**config.mk**
```make
export PLATFORM = sky130hd
export DESIGN_NAME = skip_count_task_scheduler
export DESIGN_NICKNAME = d
export VERILOG_FILES = /design/src/hw/rtl/skct_pkg.sv /design/src/hw/rtl/skct_cell.sv /design/src/hw/rtl/skct_head.sv /design/src/hw/rtl/skip_count_task_scheduler.sv
export VERILOG_INCLUDE_DIRS = /design/src /design/src/hw/rtl
export SDC_FILE = /design/constraint.sdc
export NUM_CORES = 2
export LEC_CHECK = 0
export ABC_AREA = 1
export BUFFER_PORTS_ARGS = -buffer_cell sky130_fd_sc_hd__buf_4
export CAP_MARGIN = 15
export CORE_AREA = 10 10 274 276
export CTS_CLUSTER_SIZE = 14
export DETAILED_ROUTE_END_ITERATION = 8
export DIE_AREA = 0 0 284 286
export PLACE_DENSITY = 0.63
export SETUP_SLACK_MARGIN = 0.5
export SYNTH_ARGS = -nofsm -noshare
export SYNTH_HDL_FRONTEND = slang
export SYNTH_SLANG_ARGS = --single-unit
```
**constraint.sdc**
```tcl
create_clock -name clk -period 2.45 [get_ports clk]
set_clock_uncertainty 0.1 [all_clocks]
set_input_delay 0.3675 -clock clk [delete_from_list [all_inputs] [get_ports clk]]
set_output_delay 0.3675 -clock clk [all_outputs]
set_load 0.02 [all_outputs]
```
**src/hw/rtl/skip_count_task_scheduler_assert.svh**
```systemverilog
// Assertion macros used by the scheduler top level.
`ifndef SKIP_COUNT_TASK_SCHEDULER_ASSERT_SVH
`define SKIP_COUNT_TASK_SCHEDULER_ASSERT_SVH
// same-cycle implication, disabled in reset
`define SKCT_ASSERT_IMP(label, ante, cons) \
  label: assert property (@(posedge clk) disable iff (rst) (ante) |-> (cons)) \
    else $error("skct check failed");
// next-cycle implication, disabled in reset
`define SKCT_ASSERT_NXT(label, ante, cons) \
  label: assert property (@(posedge clk) disable iff (rst) (ante) |=> (cons)) \
    else $error("skct check failed");
`endif

```
**src/hw/rtl/skct_pkg.sv**
```systemverilog
// Types and constants of the skip-count task scheduler.
package skct_pkg;
  localparam int TASK_SLOTS_DEF = 16;
  localparam logic [7:0] SKIP_MAX = 8'hFF;

  localparam logic [2:0] ST_INVALID = 3'd0;
  localparam logic [2:0] ST_UNRUN   = 3'd1;
  localparam logic [2:0] ST_READY   = 3'd2;
  localparam logic [2:0] ST_BLOCKED = 3'd3;
  localparam logic [2:0] ST_DELAYED = 3'd4;

  localparam logic [1:0] OP_TICK  = 2'd0;
  localparam logic [1:0] OP_PICK  = 2'd1;
  localparam logic [1:0] OP_WRITE = 2'd2;
  localparam logic [1:0] OP_DELAY = 2'd3;

  typedef struct packed {
    logic [1:0]  operation;
    logic [3:0]  task_index;
    logic [2:0]  task_state_in;
    logic [3:0]  task_priority_in;
    logic [31:0] delay_ticks;
  } cmd_t;

  typedef struct packed {
    logic [3:0] next_task;
    logic       none_runnable;
    logic       first_run;
  } result_t;

  typedef struct packed {
    logic [2:0]  state;
    logic [3:0]  priority_lvl;
    logic [7:0]  skips;
    logic [31:0] delay;
  } slot_t;

  typedef enum logic [2:0] {
    HA_PASS, HA_TICK, HA_WRITE, HA_DELAY, HA_SCAN
  } head_act_t;

  typedef struct packed {
    head_act_t   action;
    logic        match;
    logic [2:0]  wr_state;
    logic [3:0]  wr_prio;
    logic [31:0] delay_ticks;
  } head_ctl_t;

  typedef struct packed {
    logic runnable;
    logic take;
    logic first;
  } head_sts_t;
endpackage

```
**src/hw/rtl/skct_cell.sv**
```systemverilog
// One task slot record in the rotating ring.
module skct_cell
  import skct_pkg::*;
(
  input  logic  clk,
  input  logic  rst,
  input  logic  shift,
  input  slot_t rec_in,
  output slot_t rec
);
  always_ff @(posedge clk) begin
    if (rst) begin
      rec <= '{state: ST_INVALID, priority_lvl: 4'd0, skips: 8'd0, delay: 32'd0};
    end else if (shift) begin
      rec <= rec_in;
    end
  end
endmodule

```
**src/hw/rtl/skct_head.sv**
```systemverilog
// Update logic applied to the slot leaving the head of the ring.
module skct_head
  import skct_pkg::*;
(
  input  slot_t     rec_in,
  input  head_ctl_t ctl,
  output slot_t     rec_out,
  output head_sts_t sts
);
  always_comb begin
    rec_out      = rec_in;
    sts.runnable = (rec_in.state == ST_UNRUN) || (rec_in.state == ST_READY);
    sts.take     = 1'b0;
    sts.first    = 1'b0;
    case (ctl.action)
      HA_TICK: begin
        if (rec_in.state == ST_DELAYED) begin
          if (rec_in.delay == 32'd0) rec_out.state = ST_READY;
          else rec_out.delay = rec_in.delay - 32'd1;
        end
      end
      HA_WRITE: begin
        if (ctl.match) begin
          rec_out.state        = (ctl.wr_state <= ST_DELAYED) ? ctl.wr_state : ST_INVALID;
          rec_out.priority_lvl = ctl.wr_prio;
          rec_out.skips        = 8'd0;
          rec_out.delay        = 32'd0;
        end
      end
      HA_DELAY: begin
        if (ctl.match) begin
          rec_out.state = ST_DELAYED;
          rec_out.delay = ctl.delay_ticks;
        end
      end
      HA_SCAN: begin
        if (rec_in.state == ST_UNRUN) begin
          rec_out.state = ST_READY;
          sts.take      = 1'b1;
          sts.first     = 1'b1;
        end else if (rec_in.state == ST_READY &&
                     rec_in.skips >= {4'd0, rec_in.priority_lvl}) begin
          rec_out.skips = 8'd0;
          sts.take      = 1'b1;
        end else if (rec_in.skips != SKIP_MAX) begin
          rec_out.skips = rec_in.skips + 8'd1;
        end
      end
      default: ;
    endcase
  end
endmodule

```
**src/hw/rtl/skip_count_task_scheduler.sv**
```systemverilog
// Top level: slot ring, head update and operation sequencer.
// Tick, slot write and delay pass every slot through the head once, one ring turn, then raise done.
// A pick first checks every slot for a runnable one, then rotates the ring to current+1 and scans,
// advancing skip counts until a slot is taken; with no runnable slot it ends after the check.
// One item at a time; busy stays high until the done beat, which cannot be stalled.
// Synchronous reset clears all slots to invalid and sets the current task to the last slot.
module skip_count_task_scheduler
  import skct_pkg::*;
#(
  parameter int TASK_SLOTS = TASK_SLOTS_DEF
) (
  input  logic    clk,
  input  logic    rst,
  input  logic    start,
  input  cmd_t    cmd,
  output logic    busy,
  output logic    done,
  output result_t result
);
  `include "skip_count_task_scheduler_assert.svh"

  localparam int IW = $clog2(TASK_SLOTS);
  localparam logic [IW-1:0] LAST = IW'(TASK_SLOTS - 1);

  typedef enum logic [2:0] {S_IDLE, S_ANY, S_SEEK, S_SCAN, S_SWEEP} seq_t;

  seq_t          state;
  cmd_t          cmd_q;
  logic [IW-1:0] cur;
  logic [IW-1:0] head_idx;
  logic [IW-1:0] cnt;
  logic          any_acc;

  slot_t     ring [TASK_SLOTS];
  slot_t     head_out;
  head_ctl_t ctl;
  head_sts_t sts;
  logic      shift;
  logic [IW+3:0] cur_ext, head_ext;

  assign shift = (state != S_IDLE);
  assign busy  = (state != S_IDLE);
  assign cur_ext  = {4'd0, cur};
  assign head_ext = {4'd0, head_idx};

  genvar g;
  generate
    for (g = 0; g < TASK_SLOTS; g++) begin : g_cell
      if (g == TASK_SLOTS - 1) begin : g_tail
        skct_cell u_cell (.clk, .rst, .shift, .rec_in(head_out), .rec(ring[g]));
      end else begin : g_mid
        skct_cell u_cell (.clk, .rst, .shift, .rec_in(ring[g+1]), .rec(ring[g]));
      end
    end
  endgenerate

  always_comb begin
    ctl.action      = HA_PASS;
    ctl.match       = 1'b0;
    ctl.wr_state    = cmd_q.task_state_in;
    ctl.wr_prio     = cmd_q.task_priority_in;
    ctl.delay_ticks = cmd_q.delay_ticks;
    case (state)
      S_SCAN: ctl.action = HA_SCAN;
      S_SWEEP: begin
        case (cmd_q.operation)
          OP_TICK: ctl.action = HA_TICK;
          OP_WRITE: begin
            ctl.action = HA_WRITE;
            ctl.match  = (head_ext == {{IW{1'b0}}, cmd_q.task_index});
          end
          OP_DELAY: begin
            ctl.action = HA_DELAY;
            ctl.match  = (head_idx == cur);
          end
          default: ctl.action = HA_PASS;
        endcase
      end
      default: ctl.action = HA_PASS;
    endcase
  end

  skct_head u_head (.rec_in(ring[0]), .ctl, .rec_out(head_out), .sts);

  always_ff @(posedge clk) begin
    if (rst) begin
      state    <= S_IDLE;
      cur      <= LAST;
      head_idx <= '0;
      cnt      <= '0;
      any_acc  <= 1'b0;
      done     <= 1'b0;
      result   <= '0;
      cmd_q    <= '0;
    end else begin
      done <= 1'b0;
      if (shift) head_idx <= (head_idx == LAST) ? '0 : head_idx + IW'(1);
      case (state)
        S_IDLE: begin
          if (start) begin
            cmd_q   <= cmd;
            cnt     <= '0;
            any_acc <= 1'b0;
            state   <= (cmd.operation == OP_PICK) ? S_ANY : S_SWEEP;
          end
        end
        S_ANY: begin
          any_acc <= any_acc | sts.runnable;
          cnt     <= cnt + IW'(1);
          if (cnt == LAST) begin
            if (any_acc || sts.runnable) begin
              state <= S_SEEK;
            end else begin
              state  <= S_IDLE;
              done   <= 1'b1;
              result <= '{next_task: cur_ext[3:0], none_runnable: 1'b1, first_run: 1'b0};
            end
          end
        end
        S_SEEK: begin
          if (head_idx == cur) state <= S_SCAN;
        end
        S_SCAN: begin
          if (sts.take) begin
            cur    <= head_idx;
            state  <= S_IDLE;
            done   <= 1'b1;
            result <= '{next_task: head_ext[3:0], none_runnable: 1'b0, first_run: sts.first};
          end
        end
        S_SWEEP: begin
          cnt <= cnt + IW'(1);
          if (cnt == LAST) begin
            state  <= S_IDLE;
            done   <= 1'b1;
            result <= '{next_task: cur_ext[3:0], none_runnable: 1'b0, first_run: 1'b0};
          end
        end
        default: state <= S_IDLE;
      endcase
    end
  end

  `SKCT_ASSERT_IMP(a_done_idle, done, !busy)
  `SKCT_ASSERT_NXT(a_start_busy, start && !busy, busy || done)
  `SKCT_ASSERT_IMP(a_none_not_first, done && result.none_runnable, !result.first_run)
  `SKCT_ASSERT_IMP(a_cur_range, 1'b1, cur_ext <= (IW+4)'(TASK_SLOTS - 1))
endmodule
```
==> impl.org <==
** Global route
- For this run, the total global-route usage over all layers was measured as 0.186.
- Initial antenna violation count :: 2
- After global routing the overflow that remains totals 0.
- The via count of the first global-routing pass came to 24,000.
- Global-route wire length before repair :: roughly 130 mm
- Entering global routing, the biggest net connects 136 pins.

** Timing
- Final setup vio count :: 0
- For the final routed database, the setup TNS stands at 0 ns.
- Fin crit share :: 0.843
- Across all hold checks on the routed design, the worst slack comes to 0.183 ns.
- Setup slack closes at 0.386 ns.
- Worst-Margin Slew :: 0.593 ns
- Count of endpoints failing hold in the final timing report :: 0
- Worst relative slew slack :: 0.605
- The number of max-slew violations in the final report came to 0.
- Shortest clock period the worst path allows after layout :: ~2.1 ns
- Achievable Freq :: 484 MHz
- Setup repair after global routing missed its margin :: true

** Synthesis
- After synthesis the cells add up to just over 0.03 mm².
- Of the post-synthesis cell area, the dominant cell type holds 0.528.
- The biggest area contributor in the post-synthesis netlist is sky130_fd_sc_hd__dfxtp_1.
- The number of different library cells used by synthesis comes to 42.
- Counting flops with a built-in enable in the synthesized netlist gives 0.
- The commonest cells after synthesis are 1,508 x sky130_fd_sc_hd__nor2_1, 841 x sky130_fd_sc_hd__o21ai_0, 820 x sky130_fd_sc_hd__dfxtp_1.
- For this run, the leading register cell type out of synthesis is sky130_fd_sc_hd__dfxtp_1.
- Synthesis inferred 820 register bits.
- Yosys warning count :: 0
- Counting flops with an async set or reset pin after synthesis yields a share of 0.
- Synthesis produced 4,211 cells.
- Post-synthesis net count :: approximately 4,300
- The most common cell in the synthesized netlist is sky130_fd_sc_hd__nor2_1.
- Post-synthesis area per instance :: between 7 and 8 µm²
- The share of the Yosys chip area taken by registers is 0.528.
- Cell types occupying the most area after synthesis :: sky130_fd_sc_hd__dfxtp_1 53%, sky130_fd_sc_hd__nor2_1 18%, sky130_fd_sc_hd__o21ai_0 14%

** Clock tree
- Clock Pin Slew Worst Setup and Hold Paths :: 0.06 ns
- CTS H-Tree Depth :: 3
- Latest clock arrival within the worst-skew pair :: between 0.6 and 0.7 ns
- TritonCTS built the clock tree.
- TritonCTS buffer count :: 87
- Number of buffers on the longest clock path :: 3
- CTS Root Cell :: sky130_fd_sc_hd__clkbuf_16
- Counting every sink on the clock net gives 820.

** Floorplanning
- In this run the standard cell core region covers just under 0.07 mm².
- Effective utilization at floorplan :: 0.447
- Die outline height :: 286 µm
- The floorplan step defined a die boundary enclosing 0.0812 mm².
- After floorplanning, the core was divided into 97 placement rows.
- Ports placed on the boundary :: 56
- Die extent in x :: approximately 280 µm

** Setup path
- Worst stage delay on the critical path :: around 0.35 ns
- Kind of end point of the critical path :: output port
- Slowest cell on crit path :: sky130_fd_sc_hd__dfxtp_4
- STA puts the critical path data arrival time at 1.60 ns.
- Worst setup path class :: flip-flop to output port
- In this design, the largest share of critical-path delay is due to buffers and inverters.
- Critical Path Start Type :: flip-flop
- Most numerous cell on the critical path :: sky130_fd_sc_hd__nor2_4
- Critical path buffer and inverter count :: 4
- Crit path required time :: about 2 ns
- Cell-by-cell trace of the critical path :: nor2_4 -> inv_2 -> nor2_4 -> inv_8 -> buf_16 -> buf_8
- Along the worst path, the maximum fanout reaches 5.

** Place
- Weighted congestion reported at the end of routability-driven placement :: 0.915
- At the placement stage, the worst setup path has a slack of between 0.1 and 0.15 ns.
- Detailed Place HPWL :: roughly 45 mm
- Buffers placed on the I/O ports in this run total 55.

** Power
- Post-layout power :: 52,200 µW
- VDD sags by at most 1.31 mV.
- Leakage power :: 0.0159 µW
- PD cells :: 1360 mW/mm²

** Cells and area
- Area added between synthesis and finish :: 23.2%
- Number of inserted filler cells in the final layout :: 6,530
- The repair_antennas step left the layout with diodes totalling 0.
- Of the cells placed in the final design, the portion with a size suffix greater than 1 is 0.143.
- Post-layout net count :: 4,380

** Drt
- Using the TritonRoute via totals, the vias-per-cell ratio works out to slightly above 5.
- Dividing the detail-routed wire length by the instance count gives 15.5 µm.
- Detailed-route DRC error count :: 0
- Routed via count :: roughly 27,000
- Residual antenna-violating net count after detailed routing :: 0
- Detailed Routing Iterations Pass 1 :: 5
- For this block, the routed nets add up to 82.5 mm of wire.
- Starting DRT DRC Count :: 2,344

** Status
- Result of the run :: complete, no violations

** Flow run
- Count of maximum capacitance violations :: 0

** Hold path
- Worst hold-check path type :: input pin to flip-flop
## final timing paths
check                                       from                        endpoint  slack, ns  cells past startpoint
setup / recovery                        state[2]                            busy       0.39                      6
hold / removal                             start                          cnt[1]       0.18                      6
setup reg to reg                       cmd_q[44]                       cmd_q[44]       0.39                     13
hold reg to reg   g_cell[9].g_mid.u_cell.rec[32]  g_cell[8].g_mid.u_cell.rec[32]       0.36                      2
## kinds of logic after synthesis
kind of cell / count (synthesis) / synth area share
AO/OA/AOI/OAI: 974 / 0.158
AND/OR/NAND/NOR: 1954 / 0.249
XOR/XNOR: 2 / 0.000564
flip-flops: 820 / 0.528
adder cells (fa/ha/maj): 12 / 0.00483
buffers and inverters: 449 / 0.0588
## repair_timing
action                                  4_1_cts  5_1_grt
pin swaps                                    33       87
resized for setup                           155      216
endpoints found under the setup margin      596      342
cloned                                       13       14
hold buffers                                 46        0
setup buffers                                42       31
hold endpoints to repair                     58        0
## worst register-to-register path, cell delays in order (launching register included)
cell	delay, ns
sky130_fd_sc_hd__dfxtp_4	0.36
sky130_fd_sc_hd__inv_2	0.05
sky130_fd_sc_hd__buf_4	0.13
sky130_fd_sc_hd__buf_4	0.12
sky130_fd_sc_hd__buf_4	0.12
sky130_fd_sc_hd__buf_4	0.12
sky130_fd_sc_hd__buf_4	0.12
sky130_fd_sc_hd__buf_4	0.12
sky130_fd_sc_hd__buf_4	0.12
sky130_fd_sc_hd__buf_4	0.12
sky130_fd_sc_hd__buf_4	0.13
sky130_fd_sc_hd__buf_4	0.12
sky130_fd_sc_hd__buf_4	0.13
sky130_fd_sc_hd__a21oi_2	0.12
## report_power, final
group          internal [µW]  switching, µW
Clock                   7720           5520
Combinational           7180          12100
Sequential             17500           2230
Total                  32400          19900
## routing by layer
metal / up-vias / GRT usage / share of wire
met5: - / 0 / 0.00016
li1: 13800 / - / -
met3: 115 / 0.0288 / 0.050
met4: 2 / 0.0553 / 0.020
met1: 12500 / 0.278 / 0.51
met2: 590 / 0.271 / 0.42
## stage by stage
| stage | cells | utilization | instance area [µm²] |
|---|---|---|---|
| final | 5328 | 0.551 | 38300 |
| after global routing | 5328 | 0.551 | 38300 |
| after CTS | 5283 | 0.533 | 37100 |
| after detailed placement | 5025 | 0.468 | 32500 |
| after global placement | 5025 | 0.468 | 32500 |
| after floorplan | 4211 | - | 31100 |
## area by class of cell
| type | instances | area, µm² | share of cell area |
|---|---|---|---|
| flip-flops and latches | 820 | 16500 | 0.430 |
| multi-input cells | 2945 | 13700 | 0.358 |
| repair buffers | 297 | 3300 | 0.0862 |
| clock buffers | 125 | 2510 | 0.0656 |
| well taps | 940 | 1180 | 0.0307 |
| inverters | 166 | 702 | 0.0183 |
| clock inverters | 32 | 390 | 0.0102 |
| repair inverters | 3 | 23.8 | 0.000621 |
## cell usage in the layout (no fill, tap or decap), types with 34 or more instances in the layout
| cell type | synthesis | routed |
|---|---|---|
| sky130_fd_sc_hd__a21oi_1 | 110 | 99 |
| sky130_fd_sc_hd__buf_4 | 2 | 172 |
| sky130_fd_sc_hd__clkbuf_16 | 0 | 99 |
| sky130_fd_sc_hd__dfxtp_1 | 820 | 790 |
| sky130_fd_sc_hd__dlygate4sd3_1 | 0 | 46 |
| sky130_fd_sc_hd__inv_1 | 152 | 130 |
| sky130_fd_sc_hd__nand2_1 | 273 | 234 |
| sky130_fd_sc_hd__nand3_1 | 90 | 73 |
| sky130_fd_sc_hd__nor2_1 | 1508 | 1457 |
| sky130_fd_sc_hd__nor2_4 | 3 | 34 |
| sky130_fd_sc_hd__o21ai_0 | 841 | 818 |
## registers in the layout, indices dropped and copies added, names as in the netlist
name	flops
g_cell.g_mid.u_cell.rec	705
g_cell.g_tail.u_cell.rec	47
cmd_q	45
result	6
cnt	4
cur	4
head_idx	4
state	3
any_acc	1
done	1
Power figures use the tool's default switching activity.
